$ cat src/rtl/hsvrgb_pkg.sv
// Shared types, constants and helper functions of the HSV to RGB converter.
// Depends on nothing; imported by every module of the block.
package hsvrgb_pkg;

  // Field widths and fixed-point scaling.
  localparam int HueBits  = 16;
  localparam int ChanBits = 8;
  localparam int NumBits  = 24;                       // holds 255 * 2^HueBits
  localparam int ZBits    = 16;                       // holds 255 * 255
  localparam logic [HueBits:0]   HueDen   = 17'h1_0000;
  localparam logic [NumBits-1:0] LevelFull = 24'hFF_0000;
  localparam logic [ChanBits-1:0] ChanMax = 8'hFF;

  // Hue sector, one sixth of the circle each.
  typedef enum logic [2:0] {
    SectorRedYel = 3'd0,
    SectorYelGrn = 3'd1,
    SectorGrnCyn = 3'd2,
    SectorCynBlu = 3'd3,
    SectorBluMag = 3'd4,
    SectorMagRed = 3'd5
  } sector_e;

  // Input and output payloads.
  typedef struct packed {
    logic [HueBits-1:0]  hue;
    logic [ChanBits-1:0] saturation;
    logic [ChanBits-1:0] brightness;
  } hsv_t;

  typedef struct packed {
    logic [ChanBits-1:0] red;
    logic [ChanBits-1:0] green;
    logic [ChanBits-1:0] blue;
  } rgb_t;

  // Stage 1: sector and fractional position.
  typedef struct packed {
    sector_e             sector;
    logic [HueBits-1:0]  frac;
    logic [HueBits:0]    frac_inv;
    logic [ChanBits-1:0] sat;
    logic [ChanBits-1:0] val;
  } st1_t;

  // Stage 2: numerators of the falling and rising levels, scaled low level.
  typedef struct packed {
    sector_e             sector;
    logic [NumBits-1:0]  num_q;
    logic [NumBits-1:0]  num_t;
    logic [ZBits-1:0]    z_p;
    logic [ChanBits-1:0] val;
  } st2_t;

  // Stage 3: all three levels scaled by 255, ready for the final divide.
  typedef struct packed {
    sector_e             sector;
    logic [ZBits-1:0]    z_p;
    logic [ZBits-1:0]    z_q;
    logic [ZBits-1:0]    z_t;
    logic [ChanBits-1:0] val;
  } st3_t;

  // Exact floor(z / 255) for z up to 255 * 255, by reciprocal and correction.
  function automatic logic [ChanBits-1:0] div255(input logic [ZBits-1:0] z);
    logic [ZBits:0] sum;
    sum = {1'b0, z} + {9'd0, z[ZBits-1:8]} + 17'd1;
    return sum[15:8];
  endfunction

endpackage

$ cat src/rtl/hsvrgb_sector.sv
// First pipeline stage: splits the hue into sector and fractional position.
// Depends on hsvrgb_pkg.
module hsvrgb_sector (
  input  logic               clk_i,
  input  logic               rst_ni,
  input  logic               valid_i,
  input  hsvrgb_pkg::hsv_t   pixel_i,
  output logic               valid_o,
  output hsvrgb_pkg::st1_t   stage_o
);
  import hsvrgb_pkg::*;

  logic [HueBits+2:0] hue_x6;
  st1_t               stage_d, stage_q;
  logic               valid_q;

  // Hue times six as a shift-add; the top three bits are the sector.
  always_comb begin
    hue_x6 = ({3'b000, pixel_i.hue} << 2) + ({3'b000, pixel_i.hue} << 1);
    stage_d.sector   = sector_e'(hue_x6[HueBits+2:HueBits]);
    stage_d.frac     = hue_x6[HueBits-1:0];
    stage_d.frac_inv = HueDen - {1'b0, hue_x6[HueBits-1:0]};
    stage_d.sat      = pixel_i.saturation;
    stage_d.val      = pixel_i.brightness;
  end

  // Valid bit of the stage.
  always_ff @(posedge clk_i or negedge rst_ni) begin
    if (!rst_ni) begin
      valid_q <= 1'b0;
    end else begin
      valid_q <= valid_i;
    end
  end

  // Payload register of the stage.
  always_ff @(posedge clk_i) begin
    if (valid_i) begin
      stage_q <= stage_d;
    end
  end

  assign valid_o = valid_q;
  assign stage_o = stage_q;

endmodule

$ cat src/rtl/hsvrgb_level.sv
// Second and third pipeline stages: products that form the p, q and t levels.
// Depends on hsvrgb_pkg.
module hsvrgb_level (
  input  logic               clk_i,
  input  logic               rst_ni,
  input  logic               valid_i,
  input  hsvrgb_pkg::st1_t   stage_i,
  output logic               valid_o,
  output hsvrgb_pkg::st3_t   stage_o
);
  import hsvrgb_pkg::*;

  logic [NumBits-1:0]   fs_q, fs_t;
  logic [2*NumBits-1:0] prod_q, prod_t;
  st2_t                 mid_d, mid_q;
  st3_t                 out_d, out_q;
  logic                 mid_valid_q, out_valid_q;

  // Fraction times saturation, and brightness times (255 - saturation).
  always_comb begin
    fs_q = NumBits'(stage_i.frac) * NumBits'(stage_i.sat);
    fs_t = NumBits'(stage_i.frac_inv) * NumBits'(stage_i.sat);
    mid_d.sector = stage_i.sector;
    mid_d.num_q  = LevelFull - fs_q;
    mid_d.num_t  = LevelFull - fs_t;
    mid_d.z_p    = ZBits'(stage_i.val) * ZBits'(ChanMax - stage_i.sat);
    mid_d.val    = stage_i.val;
  end

  // Brightness times numerator; dropping the low hue bits divides by 2^HueBits.
  always_comb begin
    prod_q = NumBits'(mid_q.val) * mid_q.num_q;
    prod_t = NumBits'(mid_q.val) * mid_q.num_t;
    out_d.sector = mid_q.sector;
    out_d.z_p    = mid_q.z_p;
    out_d.z_q    = prod_q[HueBits+ZBits-1:HueBits];
    out_d.z_t    = prod_t[HueBits+ZBits-1:HueBits];
    out_d.val    = mid_q.val;
  end

  // Valid bits of both stages.
  always_ff @(posedge clk_i or negedge rst_ni) begin
    if (!rst_ni) begin
      mid_valid_q <= 1'b0;
      out_valid_q <= 1'b0;
    end else begin
      mid_valid_q <= valid_i;
      out_valid_q <= mid_valid_q;
    end
  end

  // Payload registers of both stages.
  always_ff @(posedge clk_i) begin
    if (valid_i) begin
      mid_q <= mid_d;
    end
    if (mid_valid_q) begin
      out_q <= out_d;
    end
  end

  assign valid_o = out_valid_q;
  assign stage_o = out_q;

endmodule

$ cat src/rtl/hsvrgb_select.sv
// Last pipeline stage: divides the levels by 255 and picks channels by sector.
// Depends on hsvrgb_pkg.
module hsvrgb_select (
  input  logic               clk_i,
  input  logic               rst_ni,
  input  logic               valid_i,
  input  hsvrgb_pkg::st3_t   stage_i,
  output logic               valid_o,
  output hsvrgb_pkg::rgb_t   rgb_o
);
  import hsvrgb_pkg::*;

  logic [ChanBits-1:0] lvl_p, lvl_q, lvl_t, lvl_v;
  rgb_t                rgb_d, rgb_q;
  logic                valid_q;

  // Final scaling of the three derived levels.
  always_comb begin
    lvl_p = div255(stage_i.z_p);
    lvl_q = div255(stage_i.z_q);
    lvl_t = div255(stage_i.z_t);
    lvl_v = stage_i.val;
  end

  // Six-way sector mux.
  always_comb begin
    unique case (stage_i.sector)
      SectorRedYel: rgb_d = '{red: lvl_v, green: lvl_t, blue: lvl_p};
      SectorYelGrn: rgb_d = '{red: lvl_q, green: lvl_v, blue: lvl_p};
      SectorGrnCyn: rgb_d = '{red: lvl_p, green: lvl_v, blue: lvl_t};
      SectorCynBlu: rgb_d = '{red: lvl_p, green: lvl_q, blue: lvl_v};
      SectorBluMag: rgb_d = '{red: lvl_t, green: lvl_p, blue: lvl_v};
      default:      rgb_d = '{red: lvl_v, green: lvl_p, blue: lvl_q};
    endcase
  end

  // Result strobe.
  always_ff @(posedge clk_i or negedge rst_ni) begin
    if (!rst_ni) begin
      valid_q <= 1'b0;
    end else begin
      valid_q <= valid_i;
    end
  end

  // Result register.
  always_ff @(posedge clk_i) begin
    if (valid_i) begin
      rgb_q <= rgb_d;
    end
  end

  assign valid_o = valid_q;
  assign rgb_o   = rgb_q;

endmodule

$ cat src/rtl/hsv_to_rgb_converter.sv
// Top level of the HSV to RGB converter: a four-stage pipeline.
// Depends on hsvrgb_pkg, hsvrgb_sector, hsvrgb_level and hsvrgb_select.
//
//   Channel   Ports                      Transfer when
//   --------  -------------------------  -----------------------------
//   pixel in  start, busy, pixel_i       start high and busy low
//   color out valid_o, rgb_o             valid_o high (one cycle each)
//
// One pixel enters per clock cycle; its color passes through the sector, product,
// scale and select register stages, in that order, before it appears.
// busy stays low: no stage ever holds, so nothing can stall the pipeline.
// Reset clears the valid bits only; data registers keep whatever they hold.
module hsv_to_rgb_converter (
  input  logic               clk_i,
  input  logic               rst_ni,
  input  logic               start,
  output logic               busy,
  input  hsvrgb_pkg::hsv_t   pixel_i,
  output logic               valid_o,
  output hsvrgb_pkg::rgb_t   rgb_o
);
  import hsvrgb_pkg::*;

  logic accept;
  logic s1_valid, s3_valid;
  st1_t s1_stage;
  st3_t s3_stage;

  // The pipeline never holds off a transfer.
  assign busy   = 1'b0;
  assign accept = start & ~busy;

  // Sector and fractional position.
  hsvrgb_sector u_sector (
    .clk_i   (clk_i),
    .rst_ni  (rst_ni),
    .valid_i (accept),
    .pixel_i (pixel_i),
    .valid_o (s1_valid),
    .stage_o (s1_stage)
  );

  // Level products.
  hsvrgb_level u_level (
    .clk_i   (clk_i),
    .rst_ni  (rst_ni),
    .valid_i (s1_valid),
    .stage_i (s1_stage),
    .valid_o (s3_valid),
    .stage_o (s3_stage)
  );

  // Division by 255 and channel selection.
  hsvrgb_select u_select (
    .clk_i   (clk_i),
    .rst_ni  (rst_ni),
    .valid_i (s3_valid),
    .stage_i (s3_stage),
    .valid_o (valid_o),
    .rgb_o   (rgb_o)
  );

endmodule

$ cat config.mk
export PLATFORM = sky130hd
export DESIGN_NAME = hsv_to_rgb_converter
export DESIGN_NICKNAME = d
export VERILOG_FILES = /design/src/rtl/hsvrgb_pkg.sv /design/src/rtl/hsvrgb_sector.sv /design/src/rtl/hsvrgb_level.sv /design/src/rtl/hsvrgb_select.sv /design/src/rtl/hsv_to_rgb_converter.sv
export SDC_FILE = /design/constraint.sdc
export NUM_CORES = 2
export LEC_CHECK = 0
export BUFFER_PORTS_ARGS = -buffer_cell sky130_fd_sc_hd__buf_2
export CAP_MARGIN = 20
export CORE_ASPECT_RATIO = 0.8
export CORE_MARGIN = 4
export CORE_UTILIZATION = 30
export DETAILED_ROUTE_END_ITERATION = 7
export SETUP_SLACK_MARGIN = 0.3
export SLEW_MARGIN = 30
export SYNTH_ARGS = -nofsm -noshare
export SYNTH_HDL_FRONTEND = slang
export SYNTH_HIERARCHICAL = 1
export SYNTH_SLANG_ARGS = --single-unit
$ cat constraint.sdc
create_clock -name clk_i -period 6.1 [get_ports clk_i]
set_clock_uncertainty 0.2 [all_clocks]
set_input_delay 0.305 -clock clk_i [delete_from_list [all_inputs] [get_ports clk_i]]
set_output_delay 0.305 -clock clk_i [all_outputs]
set_load 0.05 [all_outputs]
==> results.sh <==
export IMPL_regArea_um2=6322
export IMPL_wl_per_cell_um=15.55
export IMPL_hold_viol_final=0
export IMPL_clock_path_buffers=3
export IMPL_drive_above_1_share=0.05690
export IMPL_cts_resized=0
export IMPL_yosysSeqAreaShare=0.2008
export IMPL_rsz0062_at_grt="false"
export IMPL_hpwl_um=58070
export IMPL_syn_cell_area_um2=31460
export IMPL_drt_pass1_iterations=5
export IMPL_die_h_um=297.6
export IMPL_period_share=0.8944
export IMPL_worstPathCellList="buf_4 -> and2_1 -> fa_1 -> fa_1 -> fa_1 -> inv_1 -> fa_1 -> inv_1 -> ha_1 -> a211oi_1 -> nor2_1 -> or4_4 -> a31oi_4 -> a21oi_4 -> nand2b_1 -> a21boi_2 -> xnor2_1"
export IMPL_pin_count=61
export IMPL_fillers=10521
export IMPL_worstHoldPathType="input port to flip-flop"
export IMPL_synth_enable_flop_cells=207
export IMPL_grt_max_degree=71
export IMPL_min_period_ns=5.456
export IMPL_grt_ovfl_total=0
export IMPL_multi_input_area_um2=22410
export IMPL_place_gp_congestion=0.8532
export IMPL_cpPeakStageDelay_ns=0.63
export IMPL_max_cap_viol_count=0
export IMPL_ant_nets=0
export IMPL_fmax_mhz=183.3
export IMPL_antenna_found_initial=4
export IMPL_slew_viol_final=0
export IMPL_maxSlewHeadroom=0.4529
export IMPL_synth_mux_area_frac=0.002625
export IMPL_endpoint_kind="flip-flop"
export IMPL_syn_inst=3221
export IMPL_final_nets=4093
export IMPL_ys_flop_type="edfxtp_1"
export IMPL_path_delay_family="adder cells"
export IMPL_die_x_um=370.1
export IMPL_tns_ns=0
export IMPL_diodes=0
export IMPL_grt_use_total=0.1346
export IMPL_required_ns=6.22
export IMPL_grt_pass1_vias=22353
export IMPL_yosys_warnings=6
export IMPL_syn_to_final_growth_pct=10.39
export IMPL_crit_buf_inv=3
export IMPL_cts_num_sinks=211
export IMPL_critical_path_slowest_cell="edfxtp_1"
export IMPL_wirelength_um=72990
export IMPL_rows=105
export IMPL_cpMostUsedCell="fa_1"
export IMPL_drcViolationCount=0
export IMPL_root_buffer="clkbuf_16"
export IMPL_tightestPinTransition_ns=0.8145
export IMPL_cp_max_fo=26
export IMPL_synth_top_family_by_area="adder cells"
export IMPL_insertion_delay_ns=0.57
export IMPL_yosysUniqueCellTypes=102
export IMPL_synth_compound_area_frac=0.08273
export IMPL_setup_viol=0
export IMPL_dieArea_um2=110100
export IMPL_core_um2=103300
export IMPL_ys_ff_latch=211
export IMPL_via_per_inst=4.602
export IMPL_dr_first_iter_drc_count=1392
export IMPL_synth_xor_area_share=0.03420
export IMPL_synthSimpleGateAreaFrac=0.1725
export IMPL_initial_core_util=0.3047
export IMPL_io_buffers=59
export IMPL_htreeDepth=1
export IMPL_status="finished, final reports clean"
export IMPL_cts_buffers=24
export IMPL_arrival_ns=5.57
export IMPL_grt_pass1_wl_um=121300
export IMPL_critPathLaunchType="flip-flop"
export IMPL_crit_type="flip-flop to flip-flop"
export IMPL_vias=21605
export IMPL_syn_area_per_cell_um2=9.767
export IMPL_path_clk_slew_ns=0.06
export IMPL_async_flop_share=0.01896
export IMPL_synth_adder_area_share=0.4199
export IMPL_cts_tree="yes"
kinds of logic (layout without fill, tap and decap cells):
family / count (synthesis) / after routing
XOR/XNOR: 122 / 122
adder cells (fa/ha/maj): 771 / 771
other: 2 / 3
flip-flops: 211 / 211
AND/OR/NAND/NOR: 1016 / 1016
multiplexers: 8 / 8
AO/OA/AOI/OAI: 371 / 371
buffers and inverters: 720 / 802
repair_timing:
action	CTS	global route
hold endpoints to repair	25	0
hold buffers	21	0
buffers inserted	0	9
setup endpoints to repair	0	4
cell type report:
class	count	share of cell area
multi-input cells	2291	0.6453
flip-flops and latches	211	0.1821
inverters	627	0.06777
well taps	1391	0.05012
repair buffers	133	0.03037
clock buffers	27	0.01762
clock inverters	15	0.006809
through the flow:
step                std cells  setup slack (ns)  instance area, um^2    util  hold WS (ns)
global placement         4621            0.6562                33480  0.3243      -0.08699
global route             4695            0.3162                34730  0.3363       0.05752
CTS                      4685            0.4856                34560  0.3347       0.02335
finish                   4695            0.6439                34730  0.3363       0.05492
detailed placement       4622            0.5020                33500  0.3244      -0.08375
floorplan                3222            0.9009                31460       -       -0.1906
synth_stat cells (5+ instances only):
master,count,share of area
o21bai_1,6,0.0014
o211ai_1,17,0.0041
xor2_1,39,0.011
a221oi_1,6,0.0017
a22oi_1,7,0.0017
and3_1,11,0.0022
o21ai_1,13,0.0021
a221o_1,8,0.0025
fa_1,475,0.30
nor2b_1,60,0.012
a21o_1,45,0.011
or3_1,9,0.0018
ha_1,295,0.12
o221ai_1,9,0.0025
nand3_1,26,0.0041
clkbuf_1,83,0.0099
xnor2_1,82,0.023
mux2i_1,6,0.0019
o21a_1,16,0.0038
a31oi_1,10,0.0020
nand2b_1,39,0.0078
nor2_1,80,0.0095
nor3_1,20,0.0032
a311oi_1,5,0.0014
a22o_1,5,0.0014
nand2_1,314,0.037
a211oi_1,8,0.0019
nand4_1,18,0.0036
edfxtp_1,207,0.20
inv_1,626,0.075
buf_4,5,0.0012
and2_1,407,0.081
o21ai_0,41,0.0065
a21oi_1,107,0.017
a2bb2oi_1,5,0.0014
flip-flops by register name (all words and copies together), names as in the netlist:
signal               cells
u_level/valid_o          1
u_level/mid_valid_q      1
u_sector/stage_o        49
u_select/rgb_o          24
u_level/stage_o         59
u_sector/valid_o         1
u_select/valid_o         1
u_level/mid_q           75
worst min-delay path, cell delays in order:
cell and delay [ns]:
buf_2 0.11, ha_1 0.15, a21o_1 0.12
metal layers:
metal  track usage  wire length (um)  vias up
met5             0                 0        -
met4       0.01722               902        0
met3       0.02623              5037       48
met2        0.1944             29730      516
met1        0.2113             37320    10672
li1              -                 -    10369
worst paths after layout:
kind,start,end,slack (ns),depth (start not counted)
worst max-delay path,u_level/mid_q[7],u_level/stage_o[19],0.64,17
worst min-delay path,pixel_i[30],u_sector/stage_o[51],0.05,3
worst max register to register,u_level/mid_q[7],u_level/stage_o[19],0.64,17
worst min register to register,u_level/mid_q[10],u_level/stage_o[42],0.21,0
max in group asynchronous,rst_ni,u_sector/valid_o,5.07,3
min in group asynchronous,rst_ni,u_sector/valid_o,0.44,3
layout by cell type, fill, tap and decap left out, types with 26 or more instances in the layout:
cell type / Yosys / routed
a21o_1: 45 / 45
a21oi_1: 107 / 107
and2_1: 407 / 407
buf_2: 0 / 59
buf_4: 5 / 39
edfxtp_1: 207 / 207
fa_1: 475 / 475
ha_1: 295 / 295
inv_1: 626 / 626
nand2_1: 314 / 314
nand2b_1: 39 / 39
nand3_1: 26 / 26
nor2_1: 80 / 80
nor2b_1: 60 / 60
o21ai_0: 41 / 41
xnor2_1: 82 / 82
xor2_1: 39 / 39
Power is not shown: default switching activity piles up to over one toggle a cycle in this logic, so the estimate is an artifact.
